--- src/hdl/itce_pkg.sv ---
package itce_pkg;

  // Default limit on frame length; bytes at and past it are ignored
  localparam int MAX_FRAME_BYTES_DEF = 16384;

  // Stream widths
  localparam int S_TDATA_W = 24;
  localparam int M_TDATA_W = 48;
  localparam int M_TUSER_W = 3;

  // word_bytes code for a word whose lower byte is not part of the frame
  localparam logic [1:0] WB_UPPER_ONLY = 2'd1;

  // Frame layout, byte offsets
  localparam int ETH_HDR_BYTES    = 14;
  localparam int IP_MIN_HDR_BYTES = 20;
  localparam int UDP_HDR_BYTES    = 8;

  // Offsets inside the IPv4 header
  localparam int IP_TLEN_HI   = 2;
  localparam int IP_TLEN_LO   = 3;
  localparam int IP_PROTO     = 9;
  localparam int IP_CSUM_HI   = 10;
  localparam int IP_CSUM_LO   = 11;
  localparam int IP_ADDR_LO   = 12;
  localparam int IP_ADDR_END  = 20;

  // Offsets inside the L4 header
  localparam int TCP_DOFF     = 12;
  localparam int TCP_CSUM_HI  = 16;
  localparam int TCP_CSUM_LO  = 17;
  localparam int UDP_CSUM_HI  = 6;
  localparam int UDP_CSUM_LO  = 7;

  // Protocol numbers and version
  localparam logic [7:0] TCP_PROTO_NUM = 8'd6;
  localparam logic [7:0] UDP_PROTO_NUM = 8'd17;
  localparam logic [3:0] IP_VERSION    = 4'd4;

  typedef enum logic [1:0] {
    L4_OTHER = 2'd0,
    L4_TCP   = 2'd1,
    L4_UDP   = 2'd2
  } l4_kind_t;

  // Per-frame totals handed from the accumulator to the finishing stage
  typedef struct packed {
    logic [31:0] ip_sum;
    logic [31:0] l4_sum;
    logic [3:0]  hdr_words;
    logic        version_ok;
    logic [7:0]  protocol;
    logic [15:0] total_len;
    logic [3:0]  tcp_off;
  } tot_t;

endpackage

--- src/hdl/itce_accum.sv ---
module itce_accum #(
  parameter int MAX_FRAME_BYTES = itce_pkg::MAX_FRAME_BYTES_DEF,
  parameter int PW = $clog2(MAX_FRAME_BYTES + 1)
) (
  input  logic                         clk,
  input  logic                         rst,
  input  logic                         s_tvalid,
  output logic                         s_tready,
  // [15:0] frame_word, [17:16] word_bytes, [23:18] zero
  input  logic [itce_pkg::S_TDATA_W-1:0] s_tdata,
  input  logic                         s_tlast,
  output logic                         tot_valid,
  input  logic                         tot_ready,
  output itce_pkg::tot_t               tot,
  output logic [PW-1:0]                tot_pos
);

  typedef struct packed {
    logic [PW-1:0]  pos;
    itce_pkg::tot_t t;
  } acc_t;

  logic        a_valid;
  logic [15:0] a_word;
  logic [1:0]  a_bytes;
  logic        a_last;
  logic        a_go;
  logic        b_free;
  acc_t        acc;
  acc_t        acc_mid;
  acc_t        acc_next;

  // Fold one frame byte into the running state
  function automatic acc_t take_byte(acc_t s, logic [7:0] b);
    acc_t          n;
    logic [15:0]   w;
    logic [PW-1:0] r;
    logic [PW-1:0] q;
    logic [5:0]    hl;
    n  = s;
    w  = '0;
    r  = '0;
    q  = '0;
    hl = '0;
    if (s.pos < PW'(MAX_FRAME_BYTES)) begin
      n.pos = s.pos + 1'b1;
      w = s.pos[0] ? {8'h00, b} : {b, 8'h00};
      if (s.pos == PW'(itce_pkg::ETH_HDR_BYTES)) begin
        n.t.version_ok = (b[7:4] == itce_pkg::IP_VERSION);
        n.t.hdr_words  = b[3:0];
      end
      if (s.pos >= PW'(itce_pkg::ETH_HDR_BYTES) && n.t.version_ok) begin
        r = s.pos - PW'(itce_pkg::ETH_HDR_BYTES);
        if (r == PW'(itce_pkg::IP_TLEN_HI)) begin
          n.t.total_len[15:8] = b;
        end else if (r == PW'(itce_pkg::IP_TLEN_LO)) begin
          n.t.total_len[7:0] = b;
        end else if (r == PW'(itce_pkg::IP_PROTO)) begin
          n.t.protocol = b;
        end
        hl = {n.t.hdr_words, 2'b00};
        // IP header sum, checksum field taken as zero
        if (32'(r) < 32'(hl) && r != PW'(itce_pkg::IP_CSUM_HI)
            && r != PW'(itce_pkg::IP_CSUM_LO)) begin
          n.t.ip_sum = n.t.ip_sum + 32'(w);
        end
        // Source and destination addresses go into the pseudo header
        if (r >= PW'(itce_pkg::IP_ADDR_LO) && r < PW'(itce_pkg::IP_ADDR_END)) begin
          n.t.l4_sum = n.t.l4_sum + 32'(w);
        end
        // L4 bytes, from the end of the IP options up to total length
        if (hl >= 6'(itce_pkg::IP_MIN_HDR_BYTES) && 32'(r) >= 32'(hl)
            && 32'(r) < 32'(n.t.total_len)) begin
          q = r - PW'(hl);
          if (n.t.protocol == itce_pkg::TCP_PROTO_NUM) begin
            if (q == PW'(itce_pkg::TCP_DOFF)) begin
              n.t.tcp_off = b[7:4];
            end
            if (q != PW'(itce_pkg::TCP_CSUM_HI) && q != PW'(itce_pkg::TCP_CSUM_LO)) begin
              n.t.l4_sum = n.t.l4_sum + 32'(w);
            end
          end else if (n.t.protocol == itce_pkg::UDP_PROTO_NUM) begin
            if (q != PW'(itce_pkg::UDP_CSUM_HI) && q != PW'(itce_pkg::UDP_CSUM_LO)) begin
              n.t.l4_sum = n.t.l4_sum + 32'(w);
            end
          end
        end
      end
    end
    return n;
  endfunction

  // Handshake: a word that ends a frame waits for the totals register
  assign b_free   = !tot_valid || tot_ready;
  assign a_go     = a_valid && (!a_last || b_free);
  assign s_tready = !a_valid || a_go;

  // Input register
  always_ff @(posedge clk) begin
    if (rst) begin
      a_valid <= 1'b0;
    end else begin
      a_valid <= (s_tvalid && s_tready) || (a_valid && !a_go);
    end
    if (s_tvalid && s_tready) begin
      a_word  <= s_tdata[15:0];
      a_bytes <= s_tdata[17:16];
      a_last  <= s_tlast;
    end
  end

  // Upper byte first, then the lower byte when present
  always_comb begin
    acc_mid  = take_byte(acc, a_word[15:8]);
    acc_next = (a_bytes != itce_pkg::WB_UPPER_ONLY) ? take_byte(acc_mid, a_word[7:0])
                                                    : acc_mid;
  end

  // Running state; clear it once a frame's totals are handed on
  always_ff @(posedge clk) begin
    if (rst) begin
      acc <= '0;
    end else if (a_go) begin
      acc <= a_last ? '0 : acc_next;
    end
  end

  // Totals register
  always_ff @(posedge clk) begin
    if (rst) begin
      tot_valid <= 1'b0;
    end else begin
      tot_valid <= (tot_valid && !tot_ready) || (a_go && a_last);
    end
    if (a_go && a_last) begin
      tot     <= acc_next.t;
      tot_pos <= acc_next.pos;
    end
  end

endmodule

--- src/hdl/itce_finish.sv ---
module itce_finish #(
  parameter int MAX_FRAME_BYTES = itce_pkg::MAX_FRAME_BYTES_DEF,
  parameter int PW = $clog2(MAX_FRAME_BYTES + 1)
) (
  input  logic                           clk,
  input  logic                           rst,
  input  logic                           tot_valid,
  output logic                           tot_ready,
  input  itce_pkg::tot_t                 tot,
  input  logic [PW-1:0]                  tot_pos,
  output logic                           m_tvalid,
  input  logic                           m_tready,
  // [15:0] ip_checksum, [31:16] l4_checksum, [37:32] ip_header_bytes,
  // [43:38] l4_header_bytes, [44] truncated, [47:45] zero
  output logic [itce_pkg::M_TDATA_W-1:0] m_tdata,
  // [0] is_ipv4, [2:1] l4_kind
  output logic [itce_pkg::M_TUSER_W-1:0] m_tuser
);

  logic [5:0]         hl;
  logic [15:0]        ip_fold;
  logic [15:0]        ip_csum;
  logic [31:0]        l4_total;
  logic [15:0]        l4_fold;
  logic [15:0]        l4_csum;
  logic [5:0]         l4_hdr;
  itce_pkg::l4_kind_t kind;
  logic [15:0]        need;
  logic               trunc;
  logic               is_ipv4;
  logic [5:0]         ip_hdr;

  // Ones' complement fold of a 32-bit sum
  function automatic logic [15:0] fold16(logic [31:0] s);
    logic [16:0] s1;
    s1 = {1'b0, s[31:16]} + {1'b0, s[15:0]};
    return s1[15:0] + {15'd0, s1[16]};
  endfunction

  always_comb begin
    hl      = {tot.hdr_words, 2'b00};
    is_ipv4 = tot.version_ok;
    ip_hdr  = is_ipv4 ? hl : '0;

    // IP header checksum; a folded sum of all ones stays as it is
    ip_fold = fold16(tot.ip_sum);
    ip_csum = '0;
    if (is_ipv4) begin
      ip_csum = (ip_fold == 16'hffff) ? ip_fold : ~ip_fold;
    end

    // Classify, dropping malformed lengths
    kind = itce_pkg::L4_OTHER;
    if (is_ipv4 && hl >= 6'(itce_pkg::IP_MIN_HDR_BYTES) && tot.total_len >= 16'(hl)) begin
      if (tot.protocol == itce_pkg::TCP_PROTO_NUM) begin
        kind = itce_pkg::L4_TCP;
      end else if (tot.protocol == itce_pkg::UDP_PROTO_NUM) begin
        kind = itce_pkg::L4_UDP;
      end
    end

    // Add protocol and L4 length from the pseudo header, then fold
    l4_total = tot.l4_sum + 32'(tot.protocol) + 32'(tot.total_len - 16'(hl));
    l4_fold  = fold16(l4_total);
    l4_csum  = '0;
    l4_hdr   = '0;
    unique case (kind)
      itce_pkg::L4_TCP: begin
        l4_csum = ~l4_fold;
        l4_hdr  = {tot.tcp_off, 2'b00};
      end
      itce_pkg::L4_UDP: begin
        l4_csum = (~l4_fold == 16'h0000) ? 16'hffff : ~l4_fold;
        l4_hdr  = 6'(itce_pkg::UDP_HDR_BYTES);
      end
      default: begin
        l4_csum = '0;
        l4_hdr  = '0;
      end
    endcase

    // Bytes needed: Ethernet header plus the largest of the IP lengths
    need = 16'(itce_pkg::IP_MIN_HDR_BYTES);
    if (16'(hl) > need) begin
      need = 16'(hl);
    end
    if (tot.total_len > need) begin
      need = tot.total_len;
    end
    if (is_ipv4) begin
      trunc = 32'(tot_pos) < (32'(need) + 32'(itce_pkg::ETH_HDR_BYTES));
    end else begin
      trunc = 32'(tot_pos) < 32'(itce_pkg::ETH_HDR_BYTES + 1);
    end
  end

  assign tot_ready = !m_tvalid || m_tready;

  // Result register
  always_ff @(posedge clk) begin
    if (rst) begin
      m_tvalid <= 1'b0;
    end else if (tot_ready) begin
      m_tvalid <= tot_valid;
    end
    if (tot_valid && tot_ready) begin
      m_tdata <= {3'b000, trunc, l4_hdr, ip_hdr, l4_csum, ip_csum};
      m_tuser <= {kind, is_ipv4};
    end
  end

endmodule

--- src/hdl/ipv4_tcp_udp_checksum_engine_unit.sv ---
// IPv4 / TCP / UDP checksum engine. Frames enter as 16-bit words in network
// order (Ethernet header without VLAN tag first, first byte in the upper half);
// word_bytes of 1 marks a word with only its upper byte valid. One word is
// taken every clock unless an end-of-frame word waits for the totals register,
// and one result leaves per tlast word through the input register, running-sum
// update with the per-frame state into the totals register, and the folding
// stage into the result register. The result gives the IPv4 header checksum,
// the TCP or UDP checksum over the pseudo header and segment (zero for other
// protocols), both header lengths and a flag for frames that end before the
// header or total length is complete. Bytes past total length are ignored, as
// are bytes at and beyond MAX_FRAME_BYTES. A held result stalls input only once
// a further end-of-frame word has to wait behind it.
module ipv4_tcp_udp_checksum_engine_unit #(
  parameter int MAX_FRAME_BYTES = itce_pkg::MAX_FRAME_BYTES_DEF
) (
  input  logic                           clk,
  input  logic                           rst,
  input  logic                           s_tvalid,
  output logic                           s_tready,
  // [15:0] frame_word, [17:16] word_bytes, [23:18] zero
  input  logic [itce_pkg::S_TDATA_W-1:0] s_tdata,
  input  logic                           s_tlast,
  output logic                           m_tvalid,
  input  logic                           m_tready,
  // [15:0] ip_checksum, [31:16] l4_checksum, [37:32] ip_header_bytes,
  // [43:38] l4_header_bytes, [44] truncated, [47:45] zero
  output logic [itce_pkg::M_TDATA_W-1:0] m_tdata,
  // [0] is_ipv4, [2:1] l4_kind
  output logic [itce_pkg::M_TUSER_W-1:0] m_tuser
);

  localparam int PW = $clog2(MAX_FRAME_BYTES + 1);

  logic           tot_valid;
  logic           tot_ready;
  itce_pkg::tot_t tot;
  logic [PW-1:0]  tot_pos;

  // Accumulate sums and header fields per frame
  itce_accum #(
    .MAX_FRAME_BYTES(MAX_FRAME_BYTES),
    .PW(PW)
  ) u_accum (
    .clk(clk),
    .rst(rst),
    .s_tvalid(s_tvalid),
    .s_tready(s_tready),
    .s_tdata(s_tdata),
    .s_tlast(s_tlast),
    .tot_valid(tot_valid),
    .tot_ready(tot_ready),
    .tot(tot),
    .tot_pos(tot_pos)
  );

  // Fold, classify and register the result
  itce_finish #(
    .MAX_FRAME_BYTES(MAX_FRAME_BYTES),
    .PW(PW)
  ) u_finish (
    .clk(clk),
    .rst(rst),
    .tot_valid(tot_valid),
    .tot_ready(tot_ready),
    .tot(tot),
    .tot_pos(tot_pos),
    .m_tvalid(m_tvalid),
    .m_tready(m_tready),
    .m_tdata(m_tdata),
    .m_tuser(m_tuser)
  );

endmodule

--- config.mk ---
export PLATFORM = sky130hd
export DESIGN_NAME = ipv4_tcp_udp_checksum_engine_unit
export DESIGN_NICKNAME = d
export VERILOG_FILES = /design/src/hdl/itce_pkg.sv /design/src/hdl/itce_accum.sv /design/src/hdl/itce_finish.sv /design/src/hdl/ipv4_tcp_udp_checksum_engine_unit.sv
export SDC_FILE = /design/constraint.sdc
export NUM_CORES = 1
export LEC_CHECK = 0
export BUFFER_PORTS_ARGS = -buffer_cell sky130_fd_sc_hd__buf_2
export CAP_MARGIN = 40
export CORE_AREA = 2 2 221 223
export DETAILED_ROUTE_END_ITERATION = 8
export DIE_AREA = 0 0 223 225
export GPL_TIMING_DRIVEN = 0
export HOLD_SLACK_MARGIN = 0.03
export PLACE_DENSITY_LB_ADDON = 0.1
export SLEW_MARGIN = 40
export SYNTH_ARGS = -nofsm -noshare
export SYNTH_HDL_FRONTEND = slang
export SYNTH_SLANG_ARGS = --single-unit
export TNS_END_PERCENT = 1
--- constraint.sdc ---
create_clock -name clk -period 8.5 [get_ports clk]
set_clock_uncertainty 0.15 [all_clocks]
set_input_delay 0.425 -clock clk [delete_from_list [all_inputs] [get_ports clk]]
set_output_delay 0.425 -clock clk [all_outputs]
set_load 0.05 [all_outputs]
==> results.yml, run 1 <==
global_route:
  grt_first_pass_wirelength_mm: 145
  largest_net_degree_at_the_start_of_global_routing: 23
  grt_overflow_total: 0
  first_global_vias: 25200
  number_of_antenna_violations_at_the_first_check_in_global_routing: 6
  globalRouteTotalUtil: 0.376
power_and_ir_drop:
  power.ir.vdd_worst_mv: 0.167
  leakage_nw: 12.6
  comb_power_share: 0.142
  power_switching_w: 0.00100
  p_int_w: 0.00258
  pwr-share-clk: 0.432
  p_sw_frac: 0.279
  pwr_density_cell_mw_per_mm2: 112
  p_seq_frac: 0.426
  power.total_w: 0.00358
logic_synthesis:
  syn_area_mm2: 0.0274
  synth.area.top_cells: "sky130_fd_sc_hd__edfxtp_1 19%, sky130_fd_sc_hd__ha_1 12%, sky130_fd_sc_hd__dfxtp_1 8.4%"
  avgSynthCellArea_um2: 8.30
  synth-seq-cells: 290
  yosys_most_used_dff: "sky130_fd_sc_hd__edfxtp_1"
  asyncSetResetFlopFracSynth: 0
  ys_seq_area_frac: 0.276
  synth_edf_count: 175
  yosys.area.top_type_share: 0.192
  synth_cell_type_count: 109
  yosys.area.top_type: "sky130_fd_sc_hd__edfxtp_1"
  postSynthCellCount: 3301
  yosys_warnings: 0
floorplan:
  chipHeight_um: 225
  die-area_mm2: 0.0502
  initial_standard_cell_utilization_of_the_core: 0.576
  placementRows: 80
  core_area_mm2: 0.0475
  design.portCount: 82
  die_w_um: 223
timing:
  worst_slack_ps: -1130
  unrepaired_setup_endpoints_after_global_routing: "true"
  final-setup-viol-count: 88
  finalHoldViolCount: 0
  min_period_over_period: 1.13
  max_slew.worst_pin.slew_ps: 963
  slew_headroom: 0.358
  timing.setup.tns_ps: -68910
  timing.final.max_slew_violations: 0
  final_critical_period_ps: 9630
  max_freq_mhz: 104
detailed_routing:
  drc_violations_left: 0
  avgRoutedWirePerCell_um: 23.2
  route.vias.total: 27000
  via_per_inst: 6.51
  drtPass1Iterations: 6
  wl_mm: 96.4
  route.antenna.remaining_nets: 0
  violation_count_after_the_first_detailed_route_iteration: 2971
worst_setup_path:
  setup.worst_path.end: "u_accum.tot[63]$_DFFE_PP_"
  crit_path_max_fanout: 10
  slowest_delay_ps: 540
  reg2reg_from: "u_accum.acc[109]$_SDFFE_PP0P_"
  critical_path.reg2reg.endpoint: "u_accum.tot[63]$_DFFE_PP_"
  slowest_stage: "sky130_fd_sc_hd__or4_4"
  worst_setup_path_startpoint: "u_accum.acc[109]$_SDFFE_PP0P_"
  r2r_cells: 41
  worst-endpoint-arrival_ps: 9770
  crit_path_frequent_cell: "sky130_fd_sc_hd__a21oi_2"
  timing.critical_path.to_type: "register"
  required_ps: 8640
  critical_path_class: "register to register"
  critical_path.startpoint_type: "register"
  reg2reg_slack_ps: -1130
job:
  maxCapViolCount: 0
clocking:
  worstSkewPairLatency_ps: 580
  clock_tree_from_tritoncts: "yes"
  total_clock_buffers_created_by_cts: 35
  clock_sinks: 290
  clockRootBuffer: "sky130_fd_sc_hd__clkbuf_16"
  cts-htree-levels: 2
  ctsLongestPathBuffers: 3
  clk_pin_slew_ps: 60
finish:
  fin_util: 0.670
  ff_latch_area_mm2: 0.00758
  area_growth_pct: 16.3
  finish.instance_area_mm2: 0.0319
  final_cells: 4149
  drive_above_1_share: 0.142
  fill_cells: 3956
  multi_input_comb_area_mm2: 0.0198
  fin_nets: 3816
placed_design:
  placed_cell_area_mm2: 0.0291
  place.port_buffers: 68
  dp_hpwl_mm: 75.2
  dpl.cell_count: 4001
  globalplace.congestion: 1.02
min_path:
  worstHoldPathType: "primary input to register"
run_status:
  violated_checks: "setup timing"
  outcome: "finished, violations left"
registers in the layout (all words and copies together) (netlist names):
| signal | flops |
|---|---|
| u_accum.tot | 97 |
| u_accum.a_word | 16 |
| u_accum.a_bytes | 2 |
| u_accum.a_valid | 1 |
| u_accum.tot_pos | 15 |
| u_accum.acc | 112 |
| u_finish.m_tvalid | 1 |
| u_accum.tot_valid | 1 |
| u_finish.m_tuser | 3 |
| u_accum.a_last | 1 |
| u_finish.m_tdata | 41 |
layout by cell type (no fill, tap or decap), types with 72 or more instances in the layout:
cell / count
sky130_fd_sc_hd__nor2_1: 357
sky130_fd_sc_hd__nand2_1: 278
sky130_fd_sc_hd__ha_1: 248
sky130_fd_sc_hd__a21oi_1: 204
sky130_fd_sc_hd__xnor2_1: 185
sky130_fd_sc_hd__edfxtp_1: 175
sky130_fd_sc_hd__inv_1: 162
sky130_fd_sc_hd__o21ai_0: 141
sky130_fd_sc_hd__dfxtp_1: 108
sky130_fd_sc_hd__clkbuf_1: 102
sky130_fd_sc_hd__a22oi_1: 93
sky130_fd_sc_hd__nor3_1: 84
sky130_fd_sc_hd__xor2_1: 79
sky130_fd_sc_hd__buf_4: 78
sky130_fd_sc_hd__buf_2: 72
stage by stage:
stage                     setup slack (ps)  hold WS (ps)
after detailed placement             -2220           348
after CTS                            -1060          49.5
final                                -1130          54.5
after global routing                 -1490          69.2
after global placement               -2160           321
after floorplan                      -1.43           294
worst min-delay path by stage:
stage               cells after the start                          from                        endpoint  slack (ps)
finish                                  3                      s_tvalid      u_accum.a_valid$_SDFF_PP0_          50
global route                            3                      s_tvalid      u_accum.a_valid$_SDFF_PP0_          70
CTS                                     3                      s_tvalid      u_accum.a_valid$_SDFF_PP0_          50
detailed placement                      1  u_accum.acc[96]$_SDFFE_PP0P_    u_accum.acc[96]$_SDFFE_PP0P_         350
global placement                        2  u_accum.tot_valid$_SDFF_PP0_  u_finish.m_tvalid$_SDFFE_PP0P_         320
floorplan                               2  u_accum.tot_valid$_SDFF_PP0_  u_finish.m_tvalid$_SDFFE_PP0P_         290
Yosys cell counts (9+ instances only):
| master | number |
|---|---|
| sky130_fd_sc_hd__or3_1 | 27 |
| sky130_fd_sc_hd__o21bai_1 | 23 |
| sky130_fd_sc_hd__edfxtp_1 | 175 |
| sky130_fd_sc_hd__nand2b_1 | 29 |
| sky130_fd_sc_hd__o21a_1 | 39 |
| sky130_fd_sc_hd__a22o_1 | 14 |
| sky130_fd_sc_hd__nor3_1 | 92 |
| sky130_fd_sc_hd__xor2_1 | 83 |
| sky130_fd_sc_hd__inv_1 | 165 |
| sky130_fd_sc_hd__and3_1 | 35 |
| sky130_fd_sc_hd__mux2_2 | 18 |
| sky130_fd_sc_hd__o211ai_1 | 20 |
| sky130_fd_sc_hd__ha_1 | 257 |
| sky130_fd_sc_hd__xnor2_1 | 197 |
| sky130_fd_sc_hd__dfxtp_1 | 115 |
| sky130_fd_sc_hd__a21oi_1 | 220 |
| sky130_fd_sc_hd__nand3_1 | 74 |
| sky130_fd_sc_hd__or4_1 | 15 |
| sky130_fd_sc_hd__nor4_1 | 33 |
| sky130_fd_sc_hd__nor2_1 | 366 |
| sky130_fd_sc_hd__nor2b_1 | 33 |
| sky130_fd_sc_hd__nor4b_1 | 9 |
| sky130_fd_sc_hd__nand4_1 | 42 |
| sky130_fd_sc_hd__o21ai_0 | 195 |
| sky130_fd_sc_hd__fa_1 | 20 |
| sky130_fd_sc_hd__and4_1 | 9 |
| sky130_fd_sc_hd__a22oi_1 | 93 |
| sky130_fd_sc_hd__a21o_1 | 58 |
| sky130_fd_sc_hd__and2_1 | 31 |
| sky130_fd_sc_hd__a21boi_0 | 23 |
| sky130_fd_sc_hd__clkbuf_1 | 122 |
| sky130_fd_sc_hd__o31ai_1 | 15 |
| sky130_fd_sc_hd__nand2_1 | 280 |
| sky130_fd_sc_hd__o41ai_1 | 9 |
| sky130_fd_sc_hd__a211oi_1 | 38 |
| sky130_fd_sc_hd__a31oi_1 | 27 |
| sky130_fd_sc_hd__or2_2 | 19 |
| sky130_fd_sc_hd__mux2i_1 | 71 |
what timing repair did:
action,CTS,global route
gates resized for setup,124,120
buffers inserted,54,20
hold buffers,19,0
pin swaps,91,72
setup endpoints to repair,116,122
endpoints found under the hold margin,19,0
metal layers:
metal,wire length [um],track usage,vias up
met5,54,0,-
met4,5180,0.184,8
met3,11000,0.0829,282
met2,40300,0.563,1371
met1,39900,0.514,12800
li1,-,-,12500
cells by family (layout without fill, tap and decap cells):
logic type,count (synthesis),in the layout,synth area share
muxes,89,89,0.0333
xor gates and xnor gates,282,282,0.0911
buffers and inverters,314,540,0.0447
other,1,8,0.000137
AOI/OAI and AO/OA,891,891,0.216
DFF,290,290,0.276
and+or+nand+nor,1156,1156,0.207
adders and majority gates,278,278,0.132
cell type report:
class | instances | share of cell area
Buffer | 142 | 0.0205
Sequential cell | 290 | 0.238
Timing Repair Buffer | 171 | 0.0402
Inverter | 167 | 0.0198
Antenna cell | 1 | 0.0000785
Clock buffer | 46 | 0.0301
Tap cell | 615 | 0.0241
Clock inverter | 14 | 0.00597
Multi-Input combinational cell | 2703 | 0.621
worst max-delay path, delay by kind of cell (launching register included):
kind	cells	cell delay [ps]
AOI/OAI and AO/OA	19	3760
and+or+nand+nor	8	1860
adders and majority gates	4	1050
buffers and inverters	5	980
muxes	3	880
DFF	1	320
xor gates and xnor gates	2	320
power by group through the flow:
| stage | clock network, W | logic [W] | registers [W] |
|---|---|---|---|
| 2_1_floorplan | 0 | 0.000306 | 0.00156 |
| 3_3_place_gp | 0 | 0.000430 | 0.00156 |
| 3_5_place_dp | 0 | 0.000452 | 0.00155 |
| 4_1_cts | 0.00156 | 0.000483 | 0.00152 |
| 5_1_grt | 0.00160 | 0.000549 | 0.00153 |
| 6_report | 0.00155 | 0.000510 | 0.00153 |
No activity file was read; power rests on OpenSTA's default activity.
==> run 2, diff against run 1 <==
--- a/config.mk
+++ b/config.mk
@@ -5,11 +5,12 @@
 export SDC_FILE = /design/constraint.sdc
 export NUM_CORES = 1
 export LEC_CHECK = 0
+export ABC_AREA = 1
 export BUFFER_PORTS_ARGS = -buffer_cell sky130_fd_sc_hd__buf_2
 export CAP_MARGIN = 40
-export CORE_AREA = 2 2 221 223
+export CORE_AREA = 2 2 225 227
 export DETAILED_ROUTE_END_ITERATION = 8
-export DIE_AREA = 0 0 223 225
+export DIE_AREA = 0 0 227 229
 export GPL_TIMING_DRIVEN = 0
 export HOLD_SLACK_MARGIN = 0.03
 export PLACE_DENSITY_LB_ADDON = 0.1
==> run 2 against run 1 <==
The flow still finishes with violations (setup timing). Worst hold slack improved by 260 ps. Sequential power barely moved. Register-to-register slack improved by 980 ps. Setup slack improved by 980 ps. Sequential share of layout area fell by 0.38 points. Final cell count rose by 22%. Fmax rose by 11%. Critical path depth rose by 13. Core utilization fell by 1.9 points. Area after synthesis rose by 3.4%. Global-route usage fell by 1.9 points. Count of clock-buffer cells in the layout fell by 1. Highest routed layer unchanged.
==> results.yml, run 2 <==
logic_synthesis:
  synth_edf_count: 175
  synth_mux_area_frac: 0.00746
  synth-seq-cells: 290
  synth-compound-area-share: 0.145
  synth_cell_type_count: 70
  synth_top_family_by_area: "simple AND/OR/NAND/NOR gates"
  yosys_most_used_dff: "sky130_fd_sc_hd__edfxtp_1"
  ys_seq_area_frac: 0.267
  asyncSetResetFlopFracSynth: 0
  yosys_warnings: 0
  synth-adder-area-share: 0.128
  postSynthCellCount: 4158
  yosys.area.top_type_share: 0.185
  post_synth_and_or_nand_nor_area_fraction: 0.288
  yosys.area.top_type: "sky130_fd_sc_hd__edfxtp_1"
  synth.area.top_cells: "sky130_fd_sc_hd__edfxtp_1 19%, sky130_fd_sc_hd__nand2_1 15%, sky130_fd_sc_hd__ha_1 11%"
  synth.most_common_cell: "sky130_fd_sc_hd__nand2_1"
  top_cells_by_instance_count_after_synthesis: "1,130 x sky130_fd_sc_hd__nand2_1, 521 x sky130_fd_sc_hd__inv_1, 351 x sky130_fd_sc_hd__a21oi_1"
  synth-xor-area-share: 0.0763
  syn_area_mm2: 0.0283
  avgSynthCellArea_um2: 6.81
finish:
  largest_register: "u_accum.acc"
  largest_reg_flops: 112
  reg.largest.list: "u_accum.acc: 112 flops, u_accum.tot: 97 flops, u_finish.m_tdata: 41 flops"
  mostFrequentLayoutCell: "sky130_fd_sc_hd__nand2_1"
  drive_above_1_share: 0.105
  area_growth_pct: 14.2
  fin_util: 0.651
  fin_nets: 4651
  mostFrequentLayoutCells: "1,114 x sky130_fd_sc_hd__nand2_1, 506 x sky130_fd_sc_hd__inv_1, 334 x sky130_fd_sc_hd__a21oi_1"
power_and_ir_drop:
  pwr_density_cell_mw_per_mm2: 111
  power.ir.vdd_worst_mv: 0.155
  leakage_nw: 14.9
clocking:
  worstSkewPairLatency_ps: 570
  clockRootBuffer: "sky130_fd_sc_hd__clkbuf_16"
  ctsLongestPathBuffers: 3
  clock_sinks: 290
  cts-htree-levels: 2
  clock_tree_from_tritoncts: "yes"
  clk_pin_slew_ps: 60
  total_clock_buffers_created_by_cts: 34
detailed_routing:
  avgRoutedWirePerCell_um: 18.7
  route.antenna.remaining_nets: 0
  violation_count_after_the_first_detailed_route_iteration: 3059
  wl_mm: 94.3
  drtPass1Iterations: 6
  route.vias.total: 28500
  drc_violations_left: 0
  via_per_inst: 5.64
global_route:
  first_global_vias: 25500
  number_of_antenna_violations_at_the_first_check_in_global_routing: 4
  globalRouteTotalUtil: 0.357
  grt_overflow_total: 0
  largest_net_degree_at_the_start_of_global_routing: 61
  grt_first_pass_wirelength_mm: 143
worst_setup_path:
  reg2reg_slack_ps: -150
  r2r_cells: 54
  slowest_delay_ps: 570
  slowest_stage: "sky130_fd_sc_hd__fa_2"
  critical_path.reg2reg.endpoint: "u_finish.m_tdata[20]$_DFFE_PP_"
  crit_buf_inv: 11
  critical_path.startpoint_type: "register"
  reg2reg_from: "u_accum.tot[6]$_DFFE_PP_"
  required_ps: 8750
  critical_path_class: "register to register"
  crit_path_max_fanout: 7
  crit_family: "compound AO/OA/AOI/OAI gates"
  worst-endpoint-arrival_ps: 8900
  crit_path_frequent_cell: "sky130_fd_sc_hd__a21oi_2"
  timing.critical_path.to_type: "register"
timing:
  timing.final.max_slew_violations: 0
  max_slew.worst_pin.slew_ps: 971
  max_freq_mhz: 116
  unrepaired_setup_endpoints_after_global_routing: "true"
  finalHoldViolCount: 0
  worst_slack_ps: -152
  slew_headroom: 0.346
  min_period_over_period: 1.02
  final_critical_period_ps: 8650
  final-setup-viol-count: 16
min_path:
  worstHoldPathType: "register to register"
  hold_end: "u_accum.acc[2]$_SDFFE_PP0P_"
  min_from: "u_accum.acc[2]$_SDFFE_PP0P_"
  holdPathStages: 2
placed_design:
  place.port_buffers: 67
  detailedPlace.worstSlack_ps: -1970
  dp_hpwl_mm: 75.7
  globalplace.congestion: 1.03
floorplan:
  placementRows: 82
  core_area_mm2: 0.0497
  initial_standard_cell_utilization_of_the_core: 0.571
  chipHeight_um: 229
  design.portCount: 82
  die_w_um: 227
  die-area_mm2: 0.0520
run_status:
  violated_checks: "setup timing"
  outcome: "finished, violations left"
job:
  maxCapViolCount: 0
## run 2: changes by cell type after synthesis, sizes merged, moves of 85 or more
cell,delta
inv,+364
o21ai,+94
a21oi,+137
nand3,+190
a22oi,-85
nand2,+860
xnor2,-135
xor2,+100
## run 2: area by class of cell
class / instances / area, um2
Buffer: 111 / 566
Sequential cell: 290 / 7570
Inverter: 533 / 2010
Fill cell: 4617 / 17300
Clock inverter: 16 / 164
Timing Repair Buffer: 146 / 1050
Tap cell: 672 / 841
Clock buffer: 45 / 933
Antenna cell: 2 / 5.00
Multi-Input combinational cell: 3229 / 19200
## run 2: worst min-delay path, delay by kind of cell (launching register included)
kind,cells,cell delay (ps)
AND/OR/NAND/NOR,1,60
AO/OA/AOI/OAI,1,60
flip-flops,1,310
## run 2: report_power, final
group	switching [W]	internal, W
registers	0.0000185	0.00151
logic	0.000371	0.000216
clock network	0.000626	0.000845
total	0.00102	0.00257
## run 2: per-layer routing
metal | global-route usage | up-vias | wire (um)
li1 | - | 14200 | -
met1 | 0.501 | 12900 | 40800
met2 | 0.541 | 1203 | 40000
met3 | 0.0662 | 195 | 9150
met4 | 0.141 | 4 | 4360
met5 | 0 | - | 27
## run 2: through the flow
step	area, um2	power [W]	instances	hold WS (ps)	TNS [ps]
6_report	32300	0.00358	5044	319	-1820
4_1_cts	31800	0.00355	5022	316	-1150
3_3_place_gp	29600	0.00202	4903	303	-78130
2_1_floorplan	28400	0.00191	4164	295	0
5_1_grt	32300	0.00371	5042	333	-15930
3_5_place_dp	29700	0.00203	4907	307	-79690
## run 2: kinds of logic (layout without fill, tap and decap cells)
kind of cell,count (synthesis),after routing
DFF,290,290
adders and majority gates,277,277
muxes,21,21
xor gates and xnor gates,245,245
and+or+nand+nor,1924,1924
other,1,9
AOI/OAI and AO/OA,755,755
buffers and inverters,645,851
## run 2: repair_timing
| item | in CTS | in global routing |
|---|---|---|
| pin swaps | 48 | 65 |
| setup endpoints to repair | 70 | 49 |
| hold buffers | 21 | 0 |
| cloned | 1 | 0 |
| endpoints found under the hold margin | 21 | 0 |
| gates resized for setup | 155 | 107 |
| buffers inserted | 32 | 21 |
## run 2: how the worst max path moves through the flow
stage | cells after the start | from | slack (ps) | endpoint
2_1_floorplan | 55 | u_accum.tot[6]$_DFFE_PP_ | 30 | u_finish.m_tdata[16]$_DFFE_PP_
3_3_place_gp | 56 | u_accum.acc[98]$_SDFFE_PP0P_ | -2010 | u_accum.acc[64]$_SDFFE_PP0P_
3_5_place_dp | 60 | u_accum.acc[99]$_SDFFE_PP0P_ | -1970 | u_accum.acc[64]$_SDFFE_PP0P_
4_1_cts | 57 | u_accum.tot[6]$_DFFE_PP_ | -120 | u_finish.m_tdata[19]$_DFFE_PP_
5_1_grt | 57 | u_accum.tot[6]$_DFFE_PP_ | -680 | u_finish.m_tdata[20]$_DFFE_PP_
6_report | 54 | u_accum.tot[6]$_DFFE_PP_ | -150 | u_finish.m_tdata[20]$_DFFE_PP_
